## config.mk

```make
export PLATFORM = sky130hd
export DESIGN_NAME = tcp_connection_tracker_core
export DESIGN_NICKNAME = d
export VERILOG_FILES = /design/src/design/tct_pkg.sv /design/src/design/tct_cfg_regs.sv /design/src/design/tcp_connection_tracker_core.sv
export SDC_FILE = /design/constraint.sdc
export NUM_CORES = 2
export LEC_CHECK = 0
export BUFFER_PORTS_ARGS = -buffer_cell sky130_fd_sc_hd__buf_2
export CAP_MARGIN = 20
export CORE_MARGIN = 5
export CORE_UTILIZATION = 28
export CTS_CLUSTER_SIZE = 12
export DETAILED_ROUTE_END_ITERATION = 10
export SYNTH_ARGS = -nofsm -noshare
export SYNTH_HDL_FRONTEND = slang
export SYNTH_HIERARCHICAL = 1
export SYNTH_SLANG_ARGS = --single-unit
export TNS_END_PERCENT = 5
```

## constraint.sdc

```tcl
create_clock -name clk -period 8.96 [get_ports clk]
set_input_delay 1.792 -clock clk [delete_from_list [all_inputs] [get_ports clk]]
set_output_delay 1.792 -clock clk [all_outputs]
set_load 0.01 [all_outputs]
```

## src/design/tct_pkg.sv

```systemverilog
// ----------------------------------------------------------------------------
// TCP connection tracker package
// Types, codes and reset values shared by the tracker modules.
// ----------------------------------------------------------------------------
`timescale 1ns / 1ps

package tct_pkg;

    localparam int CONN_MAX_DEF = 16;
    localparam int PADDR_W      = 4;
    localparam int PDATA_W      = 32;

    localparam logic [4:0]  CONN_LIMIT_RST     = 5'd16;
    localparam logic [15:0] ETHERTYPE_IPV4_RST = 16'h0800;
    localparam logic [15:0] ETHERTYPE_ARP_RST  = 16'h0806;
    localparam logic [7:0]  TCP_PROTOCOL_RST   = 8'd6;
    localparam logic [3:0]  IP_VERSION4        = 4'd4;

    typedef enum logic [2:0] {
        ACT_DROP_ETHERTYPE = 3'd0,
        ACT_ARP_REPLY      = 3'd1,
        ACT_ARP_DROP       = 3'd2,
        ACT_DROP_NOT_TCP   = 3'd3,
        ACT_SYN_ACK        = 3'd4,
        ACT_SEND_DATA      = 3'd5,
        ACT_IGNORE         = 3'd6,
        ACT_TABLE_FULL     = 3'd7
    } action_t;

    typedef enum logic [1:0] {
        PHASE_CLOSED       = 2'd0,
        PHASE_LISTEN       = 2'd1,
        PHASE_SYN_RECEIVED = 2'd2,
        PHASE_ESTABLISHED  = 2'd3
    } phase_t;

    typedef enum logic [1:0] {
        REG_CONN_LIMIT     = 2'd0,
        REG_ETHERTYPE_IPV4 = 2'd1,
        REG_ETHERTYPE_ARP  = 2'd2,
        REG_TCP_PROTOCOL   = 2'd3
    } cfg_index_t;

    typedef enum logic [1:0] {
        ST_IDLE,
        ST_CLASSIFY,
        ST_SEARCH,
        ST_EMIT
    } state_t;

    typedef struct packed {
        logic [4:0]  conn_limit;
        logic [15:0] ethertype_ipv4;
        logic [15:0] ethertype_arp;
        logic [7:0]  tcp_protocol;
    } cfg_t;

    typedef struct packed {
        logic [15:0] ether_type;
        logic [15:0] arp_proto_type;
        logic [3:0]  ip_version;
        logic [7:0]  ip_protocol;
        logic [31:0] src_ip;
        logic [15:0] src_port;
        logic [31:0] dst_ip;
        logic [15:0] dst_port;
        logic [31:0] peer_seq;
        logic [15:0] initial_seq;
    } frame_t;

    typedef struct packed {
        action_t     action;
        logic [3:0]  entry_index;
        logic [15:0] seq_out;
        logic [31:0] ack_out;
    } result_t;

    typedef struct packed {
        logic [31:0] src_ip;
        logic [15:0] src_port;
        logic [31:0] dst_ip;
        logic [15:0] dst_port;
        phase_t      phase;
        logic [15:0] seq;
    } entry_t;

endpackage

```

## src/design/tct_cfg_regs.sv

```systemverilog
// ----------------------------------------------------------------------------
// TCP connection tracker configuration registers
// APB register file holding the entry limit and the recognized protocol codes.
// ----------------------------------------------------------------------------
`timescale 1ns / 1ps

module tct_cfg_regs (
    input  logic                        clk,
    input  logic                        rst_n,
    input  logic                        psel,
    input  logic                        penable,
    input  logic                        pwrite,
    input  logic [tct_pkg::PADDR_W-1:0] paddr,
    input  logic [tct_pkg::PDATA_W-1:0] pwdata,
    output logic [tct_pkg::PDATA_W-1:0] prdata,
    output logic                        pready,
    output tct_pkg::cfg_t               cfg
);
    import tct_pkg::*;

    cfg_t       cfg_reg;
    cfg_index_t reg_index;
    logic       wr_en;

    assign reg_index = cfg_index_t'(paddr[3:2]);
    assign wr_en     = psel && penable && pwrite;
    assign pready    = 1'b1;
    assign cfg       = cfg_reg;

    always_ff @(posedge clk or negedge rst_n)
    begin
        if (!rst_n)
        begin
            cfg_reg.conn_limit     <= CONN_LIMIT_RST;
            cfg_reg.ethertype_ipv4 <= ETHERTYPE_IPV4_RST;
            cfg_reg.ethertype_arp  <= ETHERTYPE_ARP_RST;
            cfg_reg.tcp_protocol   <= TCP_PROTOCOL_RST;
        end
        else if (wr_en)
        begin
            unique case (reg_index)
                REG_CONN_LIMIT:     cfg_reg.conn_limit     <= pwdata[4:0];
                REG_ETHERTYPE_IPV4: cfg_reg.ethertype_ipv4 <= pwdata[15:0];
                REG_ETHERTYPE_ARP:  cfg_reg.ethertype_arp  <= pwdata[15:0];
                REG_TCP_PROTOCOL:   cfg_reg.tcp_protocol   <= pwdata[7:0];
                default:            cfg_reg                <= cfg_reg;
            endcase
        end
    end

    always_comb
    begin
        unique case (reg_index)
            REG_CONN_LIMIT:     prdata = PDATA_W'(cfg_reg.conn_limit);
            REG_ETHERTYPE_IPV4: prdata = PDATA_W'(cfg_reg.ethertype_ipv4);
            REG_ETHERTYPE_ARP:  prdata = PDATA_W'(cfg_reg.ethertype_arp);
            REG_TCP_PROTOCOL:   prdata = PDATA_W'(cfg_reg.tcp_protocol);
            default:            prdata = '0;
        endcase
    end

endmodule

```

## src/design/tcp_connection_tracker_core.sv

```systemverilog
// ----------------------------------------------------------------------------
// TCP connection tracker core
// Classifies received frame headers and tracks TCP connections in an entry RAM.
// ----------------------------------------------------------------------------
//  Channel   Direction  Handshake                 Word
//  frame     in         frame_valid/frame_stall   tct_pkg::frame_t
//  result    out        result_valid/result_stall tct_pkg::result_t
//  config    in         APB psel/penable/pwrite   four 32-bit registers
//
//  A frame that is not TCP passes the classify and emit states to the output register.
//  A TCP frame scans the filled entries one per cycle through the RAM read
//  port in the search state, up to the matching entry or, on a miss, through
//  every filled entry; an empty table skips the search.
//  Frames are accepted only in the idle state, once the last one has left emit.
//  Reset empties the table at once through the fill count; no clearing pass.
//  A stalled result waits in the output register while the next frame works.
// ----------------------------------------------------------------------------
`timescale 1ns / 1ps

module tcp_connection_tracker_core #(
    parameter int CONN_MAX = tct_pkg::CONN_MAX_DEF
) (
    input  logic                        clk,
    input  logic                        rst_n,
    input  logic                        frame_valid,
    output logic                        frame_stall,
    input  tct_pkg::frame_t             frame,
    output logic                        result_valid,
    input  logic                        result_stall,
    output tct_pkg::result_t            result,
    input  logic                        psel,
    input  logic                        penable,
    input  logic                        pwrite,
    input  logic [tct_pkg::PADDR_W-1:0] paddr,
    input  logic [tct_pkg::PDATA_W-1:0] pwdata,
    output logic [tct_pkg::PDATA_W-1:0] prdata,
    output logic                        pready
);
    import tct_pkg::*;

    localparam int CNT_W = $clog2(CONN_MAX + 1);
    localparam int IDX_W = (CONN_MAX > 1) ? $clog2(CONN_MAX) : 1;
    localparam int CMP_W = (CNT_W > 5) ? CNT_W : 5;

    cfg_t             cfg;
    state_t           state_reg, state_next;
    frame_t           item_reg, item_next;
    logic [IDX_W-1:0] scan_reg, scan_next;
    logic [CNT_W-1:0] fill_reg, fill_next;
    result_t          res_reg, res_next;
    logic             out_valid_reg, out_valid_next;
    result_t          out_word_reg, out_word_next;

    entry_t           mem [CONN_MAX];
    entry_t           rd_data_reg;
    logic [IDX_W-1:0] rd_addr;
    logic             wr_en;
    logic [IDX_W-1:0] wr_addr;
    entry_t           wr_data;

    logic is_arp, is_ipv4, is_tcp, hit, last_entry, table_full, out_free;

    tct_cfg_regs u_cfg (
        .clk     (clk),
        .rst_n   (rst_n),
        .psel    (psel),
        .penable (penable),
        .pwrite  (pwrite),
        .paddr   (paddr),
        .pwdata  (pwdata),
        .prdata  (prdata),
        .pready  (pready),
        .cfg     (cfg)
    );

    assign is_arp  = item_reg.ether_type == cfg.ethertype_arp;
    assign is_ipv4 = item_reg.ether_type == cfg.ethertype_ipv4;
    assign is_tcp  = (item_reg.ip_version == IP_VERSION4)
                     && (item_reg.ip_protocol == cfg.tcp_protocol);
    assign hit = (rd_data_reg.src_ip == item_reg.src_ip)
                 && (rd_data_reg.src_port == item_reg.src_port)
                 && (rd_data_reg.dst_ip == item_reg.dst_ip)
                 && (rd_data_reg.dst_port == item_reg.dst_port);
    assign last_entry = (CNT_W'(scan_reg) + CNT_W'(1)) >= fill_reg;
    assign table_full = (CMP_W'(fill_reg) >= CMP_W'(cfg.conn_limit))
                        || (fill_reg == CNT_W'(CONN_MAX));
    assign out_free   = !out_valid_reg || !result_stall;

    assign frame_stall  = state_reg != ST_IDLE;
    assign result_valid = out_valid_reg;
    assign result       = out_word_reg;

    always_comb
    begin
        state_next = state_reg;
        unique case (state_reg)
            ST_IDLE:
            begin
                if (frame_valid)
                begin
                    state_next = ST_CLASSIFY;
                end
            end
            ST_CLASSIFY:
            begin
                if (is_arp || !is_ipv4 || !is_tcp || (fill_reg == '0))
                begin
                    state_next = ST_EMIT;
                end
                else
                begin
                    state_next = ST_SEARCH;
                end
            end
            ST_SEARCH:
            begin
                if (hit || last_entry)
                begin
                    state_next = ST_EMIT;
                end
            end
            ST_EMIT:
            begin
                if (out_free)
                begin
                    state_next = ST_IDLE;
                end
            end
            default: state_next = ST_IDLE;
        endcase
    end

    always_comb
    begin
        item_next      = item_reg;
        scan_next      = scan_reg;
        fill_next      = fill_reg;
        res_next       = res_reg;
        out_valid_next = out_valid_reg && result_stall;
        out_word_next  = out_word_reg;
        rd_addr        = scan_reg;
        wr_en          = 1'b0;
        wr_addr        = scan_reg;
        wr_data        = rd_data_reg;

        unique case (state_reg)
            ST_IDLE:
            begin
                if (frame_valid)
                begin
                    item_next = frame;
                end
            end
            ST_CLASSIFY:
            begin
                res_next = '{action: ACT_DROP_ETHERTYPE, entry_index: '0,
                             seq_out: '0, ack_out: '0};
                rd_addr   = '0;
                scan_next = '0;
                priority if (is_arp)
                begin
                    res_next.action = (item_reg.arp_proto_type == cfg.ethertype_ipv4)
                                      ? ACT_ARP_REPLY : ACT_ARP_DROP;
                end
                else if (!is_ipv4)
                begin
                    res_next.action = ACT_DROP_ETHERTYPE;
                end
                else if (!is_tcp)
                begin
                    res_next.action = ACT_DROP_NOT_TCP;
                end
                else if (fill_reg == '0)
                begin
                    if (table_full)
                    begin
                        res_next.action = ACT_TABLE_FULL;
                    end
                    else
                    begin
                        res_next.action = ACT_SYN_ACK;
                        res_next.seq_out = item_reg.initial_seq;
                        res_next.ack_out = item_reg.peer_seq + 32'd1;
                        wr_en     = 1'b1;
                        wr_addr   = '0;
                        wr_data   = '{src_ip: item_reg.src_ip, src_port: item_reg.src_port,
                                      dst_ip: item_reg.dst_ip, dst_port: item_reg.dst_port,
                                      phase: PHASE_SYN_RECEIVED,
                                      seq: item_reg.initial_seq};
                        fill_next = fill_reg + CNT_W'(1);
                    end
                end
            end
            ST_SEARCH:
            begin
                res_next = '{action: ACT_IGNORE, entry_index: 4'(scan_reg),
                             seq_out: '0, ack_out: '0};
                if (hit)
                begin
                    unique case (rd_data_reg.phase)
                        PHASE_LISTEN:
                        begin
                            res_next.action  = ACT_SYN_ACK;
                            res_next.seq_out = rd_data_reg.seq;
                            res_next.ack_out = item_reg.peer_seq + 32'd1;
                            wr_en         = 1'b1;
                            wr_data.phase = PHASE_SYN_RECEIVED;
                        end
                        PHASE_SYN_RECEIVED:
                        begin
                            res_next.action  = ACT_SEND_DATA;
                            res_next.seq_out = rd_data_reg.seq;
                            wr_en         = 1'b1;
                            wr_data.phase = PHASE_ESTABLISHED;
                            wr_data.seq   = rd_data_reg.seq + 16'd1;
                        end
                        default:
                        begin
                            res_next.action = ACT_IGNORE;
                        end
                    endcase
                end
                else if (last_entry)
                begin
                    if (table_full)
                    begin
                        res_next.action      = ACT_TABLE_FULL;
                        res_next.entry_index = '0;
                    end
                    else
                    begin
                        res_next.action      = ACT_SYN_ACK;
                        res_next.entry_index = 4'(fill_reg);
                        res_next.seq_out     = item_reg.initial_seq;
                        res_next.ack_out     = item_reg.peer_seq + 32'd1;
                        wr_en     = 1'b1;
                        wr_addr   = fill_reg[IDX_W-1:0];
                        wr_data   = '{src_ip: item_reg.src_ip, src_port: item_reg.src_port,
                                      dst_ip: item_reg.dst_ip, dst_port: item_reg.dst_port,
                                      phase: PHASE_SYN_RECEIVED,
                                      seq: item_reg.initial_seq};
                        fill_next = fill_reg + CNT_W'(1);
                    end
                end
                else
                begin
                    rd_addr   = scan_reg + IDX_W'(1);
                    scan_next = scan_reg + IDX_W'(1);
                end
            end
            ST_EMIT:
            begin
                if (out_free)
                begin
                    out_valid_next = 1'b1;
                    out_word_next  = res_reg;
                end
            end
            default:
            begin
                item_next = item_reg;
            end
        endcase
    end

    always_ff @(posedge clk)
    begin
        if (wr_en)
        begin
            mem[wr_addr] <= wr_data;
        end
        rd_data_reg <= mem[rd_addr];
    end

    always_ff @(posedge clk or negedge rst_n)
    begin
        if (!rst_n)
        begin
            state_reg     <= ST_IDLE;
            fill_reg      <= '0;
            scan_reg      <= '0;
            out_valid_reg <= 1'b0;
        end
        else
        begin
            state_reg     <= state_next;
            fill_reg      <= fill_next;
            scan_reg      <= scan_next;
            out_valid_reg <= out_valid_next;
        end
    end

    always_ff @(posedge clk)
    begin
        item_reg     <= item_next;
        res_reg      <= res_next;
        out_word_reg <= out_word_next;
    end

endmodule

```

==> out/metrics.csv <==
metric;value;unit
worst skew pair latency;0.88;ns
vias in the first global route;48900;
final number of hold-violating endpoints;0;
sequential area share after synthesis;74.2;%
Max clock buf depth;4;
# hold bufs at CTS;0;
Core ar.;324000;um2
top cell type's share of synthesized area;70.1;%
cell taking the most area after synthesis;edfxtp_1;
Area contributors post-synth;edfxtp_1, mux2_2, mux2i_1;
HP Class;reg2reg;
Layout area overhead;15.1;%
Largest register FFs;1824;
vias per cell;4.78;
CP most frequent cell;buf_4;
Rows;209;
Pre-antenna DRT Iters;6;
Critical path origin;item_reg[133];
unrepaired setup endpoints after global routing;no;
GRT met3 Usage;2.62;%
Worst-path clk slew;0.06;ns
Port Buffer Count;285;
Worst-Margin Slew;1.16;ns
Final ANT Viol Nets;0;
Avg Inst Size Synth;16.7;um2
crit end category;flop;
WL per Instance;22.5;um
FF+latch area;67400;um2
Die Span Y;580;um
Slew HR;23.0;%
Tot Pwr;34000;uW
Synth Register Bits;2293;
Post-synth top flop;edfxtp_1;
max incr delay on CP;0.71;ns
number of flops mapped to enable cells by yosys;2122;
CP Cell Sequence;xor2_1 > nor4_1 > nand4_1 > nor4_2 > buf_4 > and3_1 > o21ai_0 > a21oi_1 > or3b_1 > nor2_4 > buf_4;
final setup fails;0;
GRT overflow;0;
Fmax;161;MHz
met2 usage;20.2;%
kind of critical path;reg2reg;
Tmin final;6.22;ns
DIE AREA;336000;um2
CTS tree;built;
DRC viols;0;
mapped cell area;90900;um2
status;completed;
fin cells;10200;
routability cong.;0.795;
Synth Instances;5445;
Resized Gates After CTS;0;
number of CTS-inserted buffers;224;
Fillers;31200;
DP Cell Count;9858;
CP startpoint kind;flop;
Final TNS setup;0;ns
Synth warnings;6;
Crit-path slowest cell;nor4_1;
Critical R2R Launch;item_reg[133];
via count;49000;
Die X;580;um
most frequent cells after synthesis;edfxtp_1, nand2_1, o211ai_1, mux2i_1, mux2_2;
1st-iter DRT viols;5071;
root buf cell;clkbuf_16;
H-tree depth;4;
layout cells sized above 1;19.3;%
final net count;6015;
Tot GR Track Use;13.1;%
area of the multi-input gates;22100;um2
Routed WL;231000;um
first-pass GRT wire length;334000;um
Area after DPL;98100;um2
design area;105000;um2
count leader, synth;edfxtp_1;
Sink Count;2293;
Pleak;0.0333;uW
largest net degree at the start of global routing;120;
critical path peak fanout;34;
PD cells;325;nW/um2
Max Cap Viol;0;
Worst Hold Depth;0;
io pins;321;
fraction of registers with async set/reset;2.49;%
Final Cycle Share;69.5;%
Synth cell types;65;
Worst Hold Launch;res_reg[12];
max-slew violations;0;
Initial Util;28.1;%
worst path required time;9.44;ns
arrival time worst endpoint;6.71;ns
met1 Resource Use GR;19.1;%
Setup Buffers After CTS;0;
initial antenna violation count;21;
busiest grt layer;met2;
Register-to-Register Path Depth;11;
DPL Wire Length;124000;um
Setup Skew;0.118;ns
IR drop worst, VDD;0.415;mV
## cell families after synthesis
kind of cell	count (synthesis)	synth area share, %
adder cells (fa/ha/maj)	23	0.317
multiplexers	968	11.5
AO/OA/AOI/OAI	736	6.04
flip-flops	2293	74.2
AND/OR/NAND/NOR	866	4.30
XOR/XNOR	188	1.81
other	2	0.00827
buffers and inverters	369	1.83
## power by group
part	switching [uW]	internal [uW]
sequential	562	15300
combinational	6570	2890
clock	3790	4840
total	10900	23100
## stage by stage
stage	hold WS (ns)	setup slack (ns)	util [%]
detailed placement	0.405	2.75	30.3
floorplan	0.400	0.305	-
global route	0.419	2.40	32.3
CTS	0.416	2.68	32.3
global placement	0.404	2.63	30.3
finish	0.413	2.74	32.3
## path summary, 6_finish.rpt
| path | to | slack (ns) |
|---|---|---|
| worst max-delay path | mem[7][81] | 2.74 |
| worst min-delay path | result[12] | 0.41 |
| worst max register to register | mem[7][81] | 2.74 |
| worst min register to register | result[12] | 0.41 |
| max in group asynchronous | fill_reg[3] | 7.27 |
| min in group asynchronous | u_cfg/cfg[23] | 1.14 |
## layout by cell type (no fill, tap or decap), types with 22 or more instances in the layout
| cell | synthesis | routed |
|---|---|---|
| nor4_1 | 36 | 33 |
| mux2i_1 | 459 | 458 |
| nand4_1 | 138 | 138 |
| buf_12 | 0 | 55 |
| edfxtp_1 | 2122 | 2122 |
| mux2_1 | 72 | 72 |
| inv_1 | 37 | 37 |
| buf_2 | 118 | 287 |
| o21ai_0 | 37 | 37 |
| dfxtp_1 | 114 | 114 |
| clkbuf_1 | 161 | 131 |
| a21oi_1 | 48 | 47 |
| ha_1 | 23 | 22 |
| dfrtp_1 | 50 | 50 |
| a22o_1 | 110 | 110 |
| mux2_2 | 422 | 422 |
| o211ai_1 | 460 | 460 |
| xnor2_1 | 36 | 36 |
| nand3_1 | 36 | 36 |
| buf_4 | 28 | 65 |
| clkbuf_16 | 0 | 229 |
| nand2_1 | 510 | 510 |
| nor2_1 | 82 | 65 |
| xor2_1 | 152 | 152 |
## critical path: cells and delay by family, from the launching register on
| family | cells | cell delay [ns] |
|---|---|---|
| flip-flops | 1 | 0.40 |
| XOR/XNOR | 1 | 0.21 |
| buffers and inverters | 2 | 0.97 |
| AO/OA/AOI/OAI | 2 | 0.62 |
| AND/OR/NAND/NOR | 6 | 3.52 |
## per-layer routing
metal,wire (um),vias to the layer above
li1,-,21900
met1,105000,25100
met2,103000,1768
met3,17100,301
met4,4750,2
met5,7,-
## area by class of cell
type | count | area share (%)
Multi-Input combinational cell | 2798 | 21.1
Inverter | 37 | 0.133
Timing Repair Buffer | 407 | 2.89
Antenna cell | 6 | 0.0144
Tap cell | 4325 | 5.17
Clock inverter | 11 | 0.120
Clock buffer | 370 | 6.08
Sequential cell | 2293 | 64.5
No activity file was read; power rests on OpenSTA's default activity.
